[config.mk]
export PLATFORM = sky130hd
export DESIGN_NAME = periodic_timer_slot_table_core
export DESIGN_NICKNAME = d
export VERILOG_FILES = /design/src/rtl/ptst_pkg.sv /design/src/rtl/periodic_timer_slot_table_core.sv /design/src/rtl/ptst_cell.sv
export SDC_FILE = /design/constraint.sdc
export NUM_CORES = 2
export LEC_CHECK = 0
export BUFFER_PORTS_ARGS = -buffer_cell sky130_fd_sc_hd__buf_2
export CAP_MARGIN = 15
export CORE_MARGIN = 4
export CORE_UTILIZATION = 40
export DETAILED_ROUTE_END_ITERATION = 7
export GPL_TIMING_DRIVEN = 1
export HOLD_SLACK_MARGIN = 0.02
export SLEW_MARGIN = 20
export SYNTH_ARGS = -nofsm -noshare
export SYNTH_HDL_FRONTEND = slang
export SYNTH_SLANG_ARGS = --single-unit
[constraint.sdc]
create_clock -name clock -period 7.4 [get_ports clock]
set_clock_uncertainty 0.1 [all_clocks]
set_input_delay 0.74 -clock clock [delete_from_list [all_inputs] [get_ports clock]]
set_output_delay 0.74 -clock clock [all_outputs]
set_load 0.005 [all_outputs]
[src/rtl/ptst_pkg.sv]
`timescale 1ns / 1ps
// Shared types and constants for the periodic timer slot table.
package ptst_pkg;

   localparam int unsigned SLOTS_DEFAULT  = 16;
   localparam int unsigned SLOT_W         = 4;
   localparam int unsigned TAG_W          = 8;
   localparam int unsigned HANDLER_W      = 8;
   localparam int unsigned PERIOD_W       = 16;
   localparam int unsigned REPORT_W       = 5;
   localparam logic [REPORT_W-1:0] REPORT_MAX = 5'd16;
   localparam logic [PERIOD_W-1:0] DEFAULT_PERIOD_RESET = 16'd60;
   localparam logic [TAG_W-1:0]    FREED_TAG = 8'hFF;
   localparam int unsigned REQ_DATA_W     = 40;
   localparam int unsigned RSP_DATA_W     = 24;

   typedef enum logic [1:0] {
      FUNC_REGISTER   = 2'd0,
      FUNC_UNREGISTER = 2'd1,
      FUNC_TICK       = 2'd2
   } func_type;

   typedef enum logic [2:0] {
      KIND_REGISTERED   = 3'd0,
      KIND_FULL         = 3'd1,
      KIND_UNREGISTERED = 3'd2,
      KIND_NO_MATCH     = 3'd3,
      KIND_EXPIRY       = 3'd4,
      KIND_NO_EXPIRY    = 3'd5
   } kind_type;

   // A request travelling down the chain of slot cells.
   typedef struct packed {
      logic                  valid;
      func_type              func;
      logic [TAG_W-1:0]      tag;
      logic [HANDLER_W-1:0]  handler;
      logic [PERIOD_W-1:0]   period;
      logic                  done;
      logic [REPORT_W-1:0]   reported;
   } token_type;

   typedef struct packed {
      kind_type              kind;
      logic [SLOT_W-1:0]     slot;
      logic [TAG_W-1:0]      tag;
      logic [HANDLER_W-1:0]  handler;
   } result_type;

endpackage

[src/rtl/periodic_timer_slot_table_core.sv]
`timescale 1ns / 1ps
// Top level of the periodic timer slot table: request launch, cell chain and result staging.
// Each request walks a chain of SLOTS slot cells, one cell per cycle while the chain is not
// stalled, then one end stage. From acceptance the request passes every slot cell and the
// end stage before its last response is loaded into the output register; the busy flag
// drops in the same cycle, and the next request is taken after that. A response side that
// holds a result back stalls the chain and delays this. The last response of a request may
// still be waiting in the output register when the next request is taken. A request with an
// unused function code is taken and gives no response, and the next request may follow in
// the cycle after it. Register results, unregister results and expiries are produced by
// the cell that owns the slot; a full table, a failed match and a tick without expiry are
// reported at the end of the chain.
module periodic_timer_slot_table_core #(
   parameter int unsigned SLOTS = ptst_pkg::SLOTS_DEFAULT
) (
   input  logic                              clock,
   input  logic                              reset,
   input  logic                              req_tvalid,
   output logic                              req_tready,
   // Fields from bit 0: func[1:0], tag[9:2], handler[17:10], period[33:18], zero fill.
   input  logic [ptst_pkg::REQ_DATA_W-1:0]   req_tdata,
   output logic                              rsp_tvalid,
   input  logic                              rsp_tready,
   // Fields from bit 0: kind[2:0], slot[6:3], out_tag[14:7], out_handler[22:15], zero fill.
   output logic [ptst_pkg::RSP_DATA_W-1:0]   rsp_tdata,
   output logic                              rsp_tlast,
   input  logic                              csr_wen,
   input  logic [ptst_pkg::PERIOD_W-1:0]     csr_wdata
);

   logic [ptst_pkg::PERIOD_W-1:0] default_period_ff;
   logic busy_ff, busy_in;
   ptst_pkg::token_type  tok_w [SLOTS+1];
   ptst_pkg::token_type  launch;
   ptst_pkg::token_type  tok_end_ff;
   logic                 emit_v [SLOTS];
   ptst_pkg::result_type emit_r [SLOTS];
   logic                 emit_any;
   ptst_pkg::result_type emit_sel;
   logic                 pend_valid_ff, pend_valid_in;
   ptst_pkg::result_type pend_ff, pend_in;
   logic                 out_valid_ff, out_valid_in;
   ptst_pkg::result_type out_ff, out_in;
   logic                 out_last_ff, out_last_in;
   logic                 out_free, stall, advance, accept;
   logic [1:0]           req_func;
   logic [ptst_pkg::PERIOD_W-1:0] req_period;
   ptst_pkg::result_type end_res;

   assign req_tready = !busy_ff;
   assign accept     = req_tvalid && req_tready;
   assign req_func   = req_tdata[1:0];
   assign req_period = req_tdata[33:18];

   always_comb begin
      launch          = '0;
      launch.valid    = accept && (req_func == ptst_pkg::FUNC_REGISTER ||
                                   req_func == ptst_pkg::FUNC_UNREGISTER ||
                                   req_func == ptst_pkg::FUNC_TICK);
      launch.func     = ptst_pkg::func_type'(req_func);
      launch.tag      = req_tdata[9:2];
      launch.handler  = req_tdata[17:10];
      launch.period   = (req_period == '0) ? default_period_ff : req_period;
   end

   assign tok_w[0] = launch;

   for (genvar g = 0; g < SLOTS; g++) begin : g_cell
      ptst_cell #(
         .INDEX(g)
      ) u_cell (
         .clock     (clock),
         .reset     (reset),
         .advance   (advance),
         .tok_prev  (tok_w[g]),
         .tok_next  (tok_w[g+1]),
         .emit_valid(emit_v[g]),
         .emit_res  (emit_r[g])
      );
   end

   // At most one cell holds the request, so the results can be merged by OR.
   always_comb begin
      emit_any = 1'b0;
      emit_sel = '0;
      for (int i = 0; i < SLOTS; i++) begin
         emit_any = emit_any | emit_v[i];
         if (emit_v[i]) begin
            emit_sel = emit_sel | emit_r[i];
         end
      end
   end

   assign out_free = !out_valid_ff || rsp_tready;
   assign stall    = !out_free && ((emit_any && pend_valid_ff) || tok_end_ff.valid);
   assign advance  = !stall;

   always_comb begin
      end_res = '0;
      case (tok_end_ff.func)
         ptst_pkg::FUNC_REGISTER:   end_res.kind = ptst_pkg::KIND_FULL;
         ptst_pkg::FUNC_UNREGISTER: end_res.kind = ptst_pkg::KIND_NO_MATCH;
         ptst_pkg::FUNC_TICK:       end_res.kind = ptst_pkg::KIND_NO_EXPIRY;
         default:                   end_res.kind = ptst_pkg::KIND_NO_EXPIRY;
      endcase
   end

   always_comb begin
      pend_valid_in = pend_valid_ff;
      pend_in       = pend_ff;
      out_valid_in  = out_valid_ff && !rsp_tready;
      out_in        = out_ff;
      out_last_in   = out_last_ff;
      busy_in       = busy_ff;
      if (accept && launch.valid) begin
         busy_in = 1'b1;
      end
      if (advance) begin
         if (emit_any) begin
            pend_valid_in = 1'b1;
            pend_in       = emit_sel;
            if (pend_valid_ff) begin
               out_valid_in = 1'b1;
               out_in       = pend_ff;
               out_last_in  = 1'b0;
            end
         end else if (tok_end_ff.valid) begin
            pend_valid_in = 1'b0;
            out_valid_in  = 1'b1;
            out_in        = pend_valid_ff ? pend_ff : end_res;
            out_last_in   = 1'b1;
            busy_in       = 1'b0;
         end
      end
   end

   always_ff @(posedge clock) begin
      if (reset) begin
         default_period_ff <= ptst_pkg::DEFAULT_PERIOD_RESET;
         busy_ff           <= 1'b0;
         tok_end_ff        <= '0;
         pend_valid_ff     <= 1'b0;
         out_valid_ff      <= 1'b0;
      end else begin
         if (csr_wen) begin
            default_period_ff <= csr_wdata;
         end
         busy_ff       <= busy_in;
         pend_valid_ff <= pend_valid_in;
         out_valid_ff  <= out_valid_in;
         if (advance) begin
            tok_end_ff <= tok_w[SLOTS];
         end
      end
   end

   always_ff @(posedge clock) begin
      pend_ff     <= pend_in;
      out_ff      <= out_in;
      out_last_ff <= out_last_in;
   end

   assign rsp_tvalid = out_valid_ff;
   assign rsp_tlast  = out_last_ff;
   assign rsp_tdata  = {1'b0, out_ff.handler, out_ff.tag, out_ff.slot, out_ff.kind};

endmodule

[src/rtl/ptst_cell.sv]
`timescale 1ns / 1ps
// One timer slot: holds the slot state and acts on the request passing through it.
module ptst_cell #(
   parameter int unsigned INDEX = 0
) (
   input  logic                 clock,
   input  logic                 reset,
   input  logic                 advance,
   input  ptst_pkg::token_type  tok_prev,
   output ptst_pkg::token_type  tok_next,
   output logic                 emit_valid,
   output ptst_pkg::result_type emit_res
);

   ptst_pkg::token_type tok_ff;
   logic active_ff, active_in;
   logic [ptst_pkg::TAG_W-1:0]     tag_ff, tag_in;
   logic [ptst_pkg::HANDLER_W-1:0] handler_ff, handler_in;
   logic [ptst_pkg::PERIOD_W-1:0]  period_ff, period_in;
   logic [ptst_pkg::PERIOD_W-1:0]  count_ff, count_in;
   logic [ptst_pkg::PERIOD_W-1:0]  count_inc;

   assign count_inc = count_ff + ptst_pkg::PERIOD_W'(1);

   always_comb begin
      active_in  = active_ff;
      tag_in     = tag_ff;
      handler_in = handler_ff;
      period_in  = period_ff;
      count_in   = count_ff;
      tok_next   = tok_ff;
      emit_valid = 1'b0;
      emit_res   = '0;
      emit_res.slot = ptst_pkg::SLOT_W'(INDEX);
      if (tok_ff.valid) begin
         case (tok_ff.func)
            ptst_pkg::FUNC_REGISTER: begin
               if (!tok_ff.done && !active_ff) begin
                  active_in     = 1'b1;
                  tag_in        = tok_ff.tag;
                  handler_in    = tok_ff.handler;
                  period_in     = tok_ff.period;
                  count_in      = '0;
                  tok_next.done = 1'b1;
                  emit_valid    = 1'b1;
                  emit_res.kind = ptst_pkg::KIND_REGISTERED;
               end
            end
            ptst_pkg::FUNC_UNREGISTER: begin
               if (!tok_ff.done && active_ff && tag_ff == tok_ff.tag &&
                   handler_ff == tok_ff.handler) begin
                  active_in     = 1'b0;
                  tag_in        = ptst_pkg::FREED_TAG;
                  handler_in    = '0;
                  period_in     = '0;
                  count_in      = '0;
                  tok_next.done = 1'b1;
                  emit_valid    = 1'b1;
                  emit_res.kind = ptst_pkg::KIND_UNREGISTERED;
               end
            end
            ptst_pkg::FUNC_TICK: begin
               if (active_ff) begin
                  if (count_inc >= period_ff) begin
                     count_in = '0;
                     if (tok_ff.reported < ptst_pkg::REPORT_MAX) begin
                        tok_next.reported = tok_ff.reported + ptst_pkg::REPORT_W'(1);
                        tok_next.done     = 1'b1;
                        emit_valid        = 1'b1;
                        emit_res.kind     = ptst_pkg::KIND_EXPIRY;
                        emit_res.tag      = tag_ff;
                        emit_res.handler  = handler_ff;
                     end
                  end else begin
                     count_in = count_inc;
                  end
               end
            end
            default: begin
               tok_next = tok_ff;
            end
         endcase
      end
   end

   always_ff @(posedge clock) begin
      if (reset) begin
         tok_ff    <= '0;
         active_ff <= 1'b0;
      end else if (advance) begin
         tok_ff    <= tok_prev;
         active_ff <= active_in;
      end
   end

   always_ff @(posedge clock) begin
      if (advance) begin
         tag_ff     <= tag_in;
         handler_ff <= handler_in;
         period_ff  <= period_in;
         count_ff   <= count_in;
      end
   end

endmodule

Word level (Yosys, flattened, before mapping)
Index checks and enable logic that the tools add are counted.
{"block": "word_totals", "regBits": 1503, "input_bits": 61, "output_inout_bits": 27, "wordCells": 1309}
{"block": "op_classes", "n_addsub": 31, "order_cmp": 31, "eq_ne": 116, "n_mux": 701, "n_bitwise": 31, "reduce_logical": 194}
{"cell": "16-bit 2-to-1 mux", "n": 160}
{"cell": "16-bit one-hot mux with 3 select lines", "n": 16}
{"cell": "41-bit 2-to-1 mux", "n": 16}
{"cell": "8-bit 2-to-1 mux", "n": 64}
{"cell": "16-bit one-hot mux with 2 select lines", "n": 16}
{"cell": "8-bit one-hot mux with 2 select lines", "n": 32}
{"cell": "23-bit 2-to-1 mux", "n": 20}
{"cell": "23-bit bitwise OR", "n": 15}
{"cell": "6-bit 2-to-1 mux", "n": 47}
{"cell": "16-bit by 1-bit adder with 16-bit output (second input constant)", "n": 16}
{"cell": "8-bit equality test", "n": 32}
{"cell": "16-bit >= comparator", "n": 16}
{"cell": "3-bit 2-to-1 mux", "n": 63}
{"cell": "1-bit 2-to-1 mux", "n": 170}
{"cell": "3-bit one-hot mux with 2 select lines", "n": 17}
{"cell": "2-bit by 1-bit != test with 1-bit output (second input constant)", "n": 49}
{"cell": "1-bit one-hot mux with 3 select lines", "n": 32}
{"cell": "6-bit AND reduction", "n": 16}
{"cell": "5-bit 2-to-1 mux", "n": 16}
{"cell": "5-bit AND reduction", "n": 16}
{"cell": "5-bit by 1-bit adder with 5-bit output (second input constant)", "n": 15}
{"cell": "5-bit < comparator (second input constant)", "n": 15}
{"cell": "1-bit logical AND", "n": 68}
{"cell": "3-bit nonzero test", "n": 16}
{"cell": "other kinds (13)", "n": 161}

Depth between registers and ports, before layout
{"block": "depth", "ltp_word": 37, "ltp_mapped": 24}

By module
From an unflattened synthesis, not the netlist that was laid out.
{"block": "unflattened", "cells_unflattened": 7779, "hier_area_um2": 81617.0}
{"module": "ptst_cell at g_cell[10].u_cell ...", "instances": 8, "cells_per_inst": 458, "area_each_um2": 4835.9, "seq_area_each_um2": 2282.2}
{"module": "ptst_cell at g_cell[6].u_cell ...", "instances": 3, "cells_per_inst": 460, "area_each_um2": 4782.1, "seq_area_each_um2": 2282.2}
{"module": "ptst_cell at g_cell[11].u_cell", "instances": 1, "cells_per_inst": 458, "area_each_um2": 4857.2, "seq_area_each_um2": 2282.2}
{"module": "ptst_cell at g_cell[0].u_cell", "instances": 1, "cells_per_inst": 457, "area_each_um2": 4832.1, "seq_area_each_um2": 2282.2}
{"module": "ptst_cell at g_cell[4].u_cell", "instances": 1, "cells_per_inst": 464, "area_each_um2": 4793.3, "seq_area_each_um2": 2282.2}
{"module": "ptst_cell at g_cell[9].u_cell", "instances": 1, "cells_per_inst": 460, "area_each_um2": 4784.6, "seq_area_each_um2": 2282.2}
{"module": "ptst_cell at g_cell[5].u_cell", "instances": 1, "cells_per_inst": 461, "area_each_um2": 4764.6, "seq_area_each_um2": 2282.2}
{"module": "periodic_timer_slot_table_core", "instances": 1, "cells_per_inst": 435, "area_each_um2": 4551.9, "seq_area_each_um2": 1851.8}

Worst setup path after synthesis
Ideal clock, no wire load.
{"block": "synth_path", "path_type": "flip-flop to flip-flop", "start": "register g_cell[13].u_cell.count_ff[2] (netlist name)", "end": "register g_cell[1].u_cell.handler_ff[0] (netlist name) (enable)", "arrival_ns": 7.161, "t_required_ns": 6.795, "path_slack_ns": -0.366, "stages_incl_launch_ff": 18, "period_less_slack_ns": 7.766, "cell_sequence": "edfxtp_1 > nand3_1 > nor2_1 > nand2_1 > nor2_1 > nand2_1 > or2_2 > xnor2_1 > ha_1 > and4_1 > and4_1 > a311oi_1 > o21ai_0 > o31a_1 > or4b_4 > nor4_4 > o21ai_2 > nor4_1"}
{"block": "synth_between", "elab_chain_len": 14}
{"item": "start, declared", "line": "ptst_cell.sv:20", "rtl": "logic [ptst_pkg::PERIOD_W-1:0] count_ff, count_in;"}
{"item": "start signal, assigned", "line": "ptst_cell.sv:101", "rtl": "count_ff <= count_in;"}
{"item": "16-bit by 1-bit adder with 16-bit output", "line": "ptst_cell.sv:23", "rtl": "assign count_inc = count_ff + ptst_pkg::PERIOD_W'(1);"}
{"item": "net g_cell[13].u_cell.count_inc (one bit)", "line": "ptst_cell.sv:21", "rtl": "logic [ptst_pkg::PERIOD_W-1:0] count_inc;"}
{"item": "16-bit >= comparator", "line": "ptst_cell.sv:64", "rtl": "if (count_inc >= period_ff) begin"}
{"item": "1-bit 2-to-1 mux", "line": "ptst_cell.sv:64"}
{"item": "1-bit 2-to-1 mux", "line": "ptst_cell.sv:63", "rtl": "if (active_ff) begin"}
{"item": "1-bit one-hot mux with 3 select lines", "line": "ptst_cell.sv:36", "rtl": "case (tok_ff.func)"}
{"item": "1-bit 2-to-1 mux", "line": "ptst_cell.sv:35", "rtl": "if (tok_ff.valid) begin"}
{"item": "1-bit bitwise OR (3 in series)", "line": "periodic_timer_slot_table_core.sv:87", "rtl": "emit_any = emit_any | emit_v[i];"}
{"item": "1-bit logical AND", "line": "periodic_timer_slot_table_core.sv:95", "rtl": "assign stall = !out_free && ((emit_any && pend_valid_ff) || tok_end_ff.valid);"}
{"item": "1-bit logical OR", "line": "periodic_timer_slot_table_core.sv:95"}
{"item": "1-bit logical AND", "line": "periodic_timer_slot_table_core.sv:95"}
{"item": "1-bit inverter (no line)"}
{"item": "5-bit AND reduction (no line)"}
{"item": "end signal, assigned", "line": "ptst_cell.sv:99", "rtl": "handler_ff <= handler_in;"}
{"item": "end, declared", "line": "ptst_cell.sv:18", "rtl": "logic [ptst_pkg::HANDLER_W-1:0] handler_ff, handler_in;"}
The timed path passes the listed nets, and every way through them passes these cells.
A chain may end at the register's enable or synchronous reset.

Worst setup path in the final report
{"block": "layout_path", "start": "register g_cell[1].u_cell.count_ff[2] (netlist name)", "end": "register g_cell[15].u_cell.period_ff[6] (netlist name) (enable)"}
{"block": "layout_between", "elab_chain_len": 26}
{"item": "start, declared", "line": "ptst_cell.sv:20"}
{"item": "start signal, assigned", "line": "ptst_cell.sv:101"}
{"item": "16-bit by 1-bit adder with 16-bit output", "line": "ptst_cell.sv:23"}
{"item": "net g_cell[1].u_cell.count_inc (one bit)", "line": "ptst_cell.sv:21"}
{"item": "16-bit >= comparator", "line": "ptst_cell.sv:64"}
{"item": "1-bit 2-to-1 mux", "line": "ptst_cell.sv:64"}
{"item": "1-bit 2-to-1 mux", "line": "ptst_cell.sv:63"}
{"item": "1-bit one-hot mux with 3 select lines", "line": "ptst_cell.sv:36"}
{"item": "1-bit 2-to-1 mux", "line": "ptst_cell.sv:35"}
{"item": "1-bit bitwise OR (15 in series)", "line": "periodic_timer_slot_table_core.sv:87"}
{"item": "1-bit logical AND", "line": "periodic_timer_slot_table_core.sv:95"}
{"item": "1-bit logical OR", "line": "periodic_timer_slot_table_core.sv:95"}
{"item": "1-bit logical AND", "line": "periodic_timer_slot_table_core.sv:95"}
{"item": "1-bit inverter (no line)"}
{"item": "5-bit AND reduction (no line)"}
{"item": "end signal, assigned", "line": "ptst_cell.sv:100", "rtl": "period_ff <= period_in;"}
{"item": "end, declared", "line": "ptst_cell.sv:19", "rtl": "logic [ptst_pkg::PERIOD_W-1:0] period_ff, period_in;"}
The timed path passes the listed nets, and every way through them passes these cells.

==> Implementation_results.wiki <==
{| class="wikitable"
! Metric !! Value
|-
| Worst ir drop on vdd || 0.225 mV
|-
| Crit Path Max Fanout || 35
|-
| Sum of negative setup slack || 0 ns
|-
| Ratio of final minimum period to clock period || 89.8%
|-
| Count of input and output buffers || 80
|-
| Area leader, netlist || edfxtp_1
|-
| Met3 Usage GRT || 3.27%
|-
| Critical R2R Launch || g_cell[1].u_cell.count_ff[2]$_SDFFCE_PP0P_
|-
| Fin area || 79800 um2
|-
| Reg-to-reg setup timing slack || 0.76 ns
|-
| Register area share after synthesis || 53.2%
|-
| Multiplexer share of the synthesized area || 0.423%
|-
| Predominant post-synthesis flop cell || edfxtp_1
|-
| Total vias in the final route || 52000
|-
| EDFF count, synth || 814
|-
| Number of nets in the layout || 7627
|-
| Max-cap violation count || 0
|-
| Ys Warns || 0
|-
| R2R Path End || g_cell[15].u_cell.period_ff[6]$_SDFFCE_PP0P_
|-
| Weighted congestion reported at the end of routability-driven placement || 0.924
|-
| Maximum number of pins on one net before global-route repair || 189
|-
| Worst reg2reg path depth || 21
|-
| Routed length per instance || 20.3 um
|-
| Wire length after detailed routing || 197000 um
|-
| XOR/XNOR share of the synthesized area || 6.25%
|-
| Tightest hold margin || 0.0863 ns
|-
| Share of flip-flops with an asynchronous set or reset || 0%
|-
| Hold Path Depth || 3
|-
| Highest achievable clock rate || 0.151 GHz
|-
| Final antenna-violating net count || 0
|-
| Die area || 185000 um2
|-
| Category of the worst setup path launch point || flop
|-
| Unrepaired setup endpoints after global routing || no
|-
| Clock Root Buffer || clkbuf_16
|-
| Most frequent cells in the layout || nand2_1 (1325), edfxtp_1 (814), dfxtp_1 (674)
|-
| Static power due to leakage || 31.1 nW
|-
| Post-CTS Resized || 0
|-
| Number of instances in the synthesized netlist || 7223
|-
| Placed inst area || 74300 um2
|-
| Max H-tree Level || 4
|-
| Number of endpoints failing setup at the final stage || 0
|-
| Slew at the pin with the worst max-slew slack || 1.16 ns
|-
| Count of different cell masters after synthesis || 80
|-
| Total of fill cells in the finished design || 16500
|-
| Min-Delay Startpoint || csr_wdata[3]
|-
| Final routed DRC violation total || 4
|-
| HP Class || in -> reg
|-
| Syn_nets || 7633
|-
| Area used by multi-input combinational logic || 30800 um2
|-
| Clock Tree Buf Depth || 3
|-
| CTS buffer count || 157
|-
| Final Util || 45.2%
|-
| Syn avg cell area || 9.87 um2
|-
| Final Hold Violating Endpoints || 0
|-
| Synth Area in Compound Gates || 9.41%
|-
| Met2 track demand over resource in global routing || 31.4%
|-
| Pre-antenna DRT Iters || 8
|-
| Standard-cell rows || 154
|-
| Fraction of the mapped netlist area in adder cells || 6.13%
|-
| Post-layout min period || 6.64 ns
|-
| Violated checks || design-rule violations
|-
| CTS tree || done
|-
| GRT Residual Overflow || 0
|-
| Slew HR || 21.8%
|-
| Share of synthesized cell area in and, or, nand and nor gates || 20.8%
|-
| Flip-flop and latch count after synthesis || 1488
|-
| Boundary pin count || 88
|-
| Status || finished, violations left
|-
| Drt initial violations || 5004
|-
| Endpoint of the worst hold path || default_period_ff[3]$_SDFFE_PP1P_
|-
| CP Data Required Time || 7.78 ns
|-
| PD cells || 218 nW/um2
|-
| Via count of the first global-routing pass || 49500
|-
| Initial Util || 40.3%
|-
| GR Util met1 || 30.0%
|-
| Worst setup EP type || flop
|-
| Growth of design area from synthesis to finish || 11.9%
|-
| Area fraction of the dominant cell type after synthesis || 34.3%
|-
| Final-report max-slew violation count || 0
|-
| Clock latency at the later pin of the worst-skew pair || 0.82 ns
|-
| Flip-flop and latch area || 37900 um2
|-
| Clock slew at reported path FFs || 0.06 ns
|-
| Die extent in y || 430 um
|-
| Initial antenna violation count || 10
|-
| Mean number of vias per cell || 5.37
|-
| Combinational family with the most area after synthesis || simple AND/OR/NAND/NOR gates
|-
| Die X-Extent || 430 um
|-
| Arrival time reported for the critical path endpoint || 7.02 ns
|-
| Largest cells by area after synthesis || edfxtp_1 (34%), dfxtp_1 (19%), nand2_1 (7.0%)
|-
| Synthesized area || 71300 um2
|-
| Core box area || 177000 um2
|-
| Most common cell after layout, fill and taps aside || nand2_1
|-
| Total global-route track usage || 20.8%
|-
| Share of post-route cells with drive strength above 1 || 8.45%
|-
| Most Used Layer, Global Route || met2
|-
| Global-route wire length before repair || 300000 um
|-
| Final HPWL from detailed placement || 143000 um
|-
| Sinks on the clock net || 1488
|-
| Crit Path Category || reg -> reg
|}
## worst max-delay path by stage
| stage | startpoint | to | slack [ns] | cells after the start |
|---|---|---|---|---|
| after floorplan | g_cell[13].u_cell.count_ff[2]$_SDFFCE_PP0P_ | g_cell[6].u_cell.handler_ff[0]$_SDFFCE_PP0P_ | 0.02 | 21 |
| after global placement | g_cell[1].u_cell.count_ff[2]$_SDFFCE_PP0P_ | g_cell[14].u_cell.period_ff[15]$_SDFFCE_PP0P_ | 0.78 | 21 |
| after detailed placement | g_cell[1].u_cell.count_ff[2]$_SDFFCE_PP0P_ | g_cell[15].u_cell.period_ff[0]$_SDFFCE_PP0P_ | 0.70 | 21 |
| after CTS | g_cell[1].u_cell.count_ff[2]$_SDFFCE_PP0P_ | g_cell[15].u_cell.period_ff[6]$_SDFFCE_PP0P_ | 0.69 | 21 |
| after global routing | g_cell[1].u_cell.count_ff[2]$_SDFFCE_PP0P_ | g_cell[3].u_cell.active_ff$_SDFFE_PP0P_ | 0.41 | 21 |
| final | g_cell[1].u_cell.count_ff[2]$_SDFFCE_PP0P_ | g_cell[15].u_cell.period_ff[6]$_SDFFCE_PP0P_ | 0.76 | 21 |
## cell families (layout without fill, tap and decap cells)
logic type	Yosys count	after routing
adder cells (fa/ha/maj)	349	349
flip-flops	1488	1488
multiplexers	30	30
other	1	4
AO/OA/AOI/OAI	1122	1122
buffers and inverters	690	818
AND/OR/NAND/NOR	3034	3034
XOR/XNOR	509	509
## flip-flops by register name, summed over array words and instances, names as in the netlist, 16 cells and up
signal	cells
default_period_ff	16
g_cell.u_cell.active_ff	16
g_cell.u_cell.count_ff	256
g_cell.u_cell.handler_ff	128
g_cell.u_cell.period_ff	256
g_cell.u_cell.tag_ff	128
g_cell.u_cell.tok_ff	636
pend_ff	22
rsp_tdata	23
## stage by stage
step / instances / total power, mW / worst slack [ns]
after floorplan: 7223 / 9.16 / 0.0181
after global placement: 9395 / 9.29 / 0.776
after detailed placement: 9395 / 9.30 / 0.702
after CTS: 9691 / 17.5 / 0.685
after global routing: 9692 / 17.9 / 0.405
final: 9694 / 17.4 / 0.758
## timing repair
item / 4_1_cts / 5_1_grt
hold buffers: 3 / 0
endpoints found under the hold margin: 3 / 0
buffers inserted: 0 / 0
## cell type report
class                           count  share of cell area (%)
Sequential cell                  1488                    47.6
Multi-Input combinational cell   5045                    38.6
Clock buffer                      218                    5.77
Tap cell                         2340                    3.67
Timing Repair Buffer              191                    1.79
Inverter                          334                    1.57
Clock inverter                     75                    1.03
Antenna cell                        3                 0.00941
## layer usage
| layer | share of wire (%) | routed length [um] | vias up |
|---|---|---|---|
| li1 | - | - | 25000 |
| met1 | 46 | 90400 | 25200 |
| met2 | 44 | 86000 | 1555 |
| met3 | 6.7 | 13100 | 309 |
| met4 | 3.7 | 7300 | 2 |
| met5 | 0.0066 | 13 | - |
## report_power, final
| part | internal [mW] | switching [mW] | total (mW) |
|---|---|---|---|
| Combinational | 0.117 | 0.215 | 0.332 |
| Clock | 4.82 | 3.41 | 8.23 |
| Sequential | 8.72 | 0.0743 | 8.79 |
| Total | 13.7 | 3.70 | 17.4 |
## synthesized netlist by cell type, types with 37 or more instances
cell type / instances
inv_1: 334
o21ai_0: 95
and3_1: 241
xnor2_1: 294
or2_2: 137
xor2_1: 215
nor2_1: 292
dfxtp_1: 674
buf_2: 78
a222oi_1: 37
a211oi_1: 84
a21oi_1: 673
nand2_1: 1325
edfxtp_1: 814
ha_1: 349
nor2b_1: 494
nand4_1: 134
a22oi_1: 61
clkbuf_1: 270
nand3_1: 157
nor3_1: 94
## worst max-delay path, cell delays in order, from the launching register on
cell	delay, ns
edfxtp_1	0.40
and3_1	0.21
and3_1	0.20
nand3_1	0.10
nor2_1	0.21
nand4_1	0.21
nor2_1	0.20
xor2_1	0.22
ha_1	0.28
nand4_1	0.11
nor3_1	0.08
a2bb2oi_1	0.24
a31oi_1	0.30
o31ai_1	0.71
o221ai_1	0.27
or4b_4	0.55
nor4_4	0.41
o21a_4	0.42
buf_12	0.26
and3_1	0.20
o21a_1	0.28
buf_4	0.31
Power figures use the tool's default switching activity.
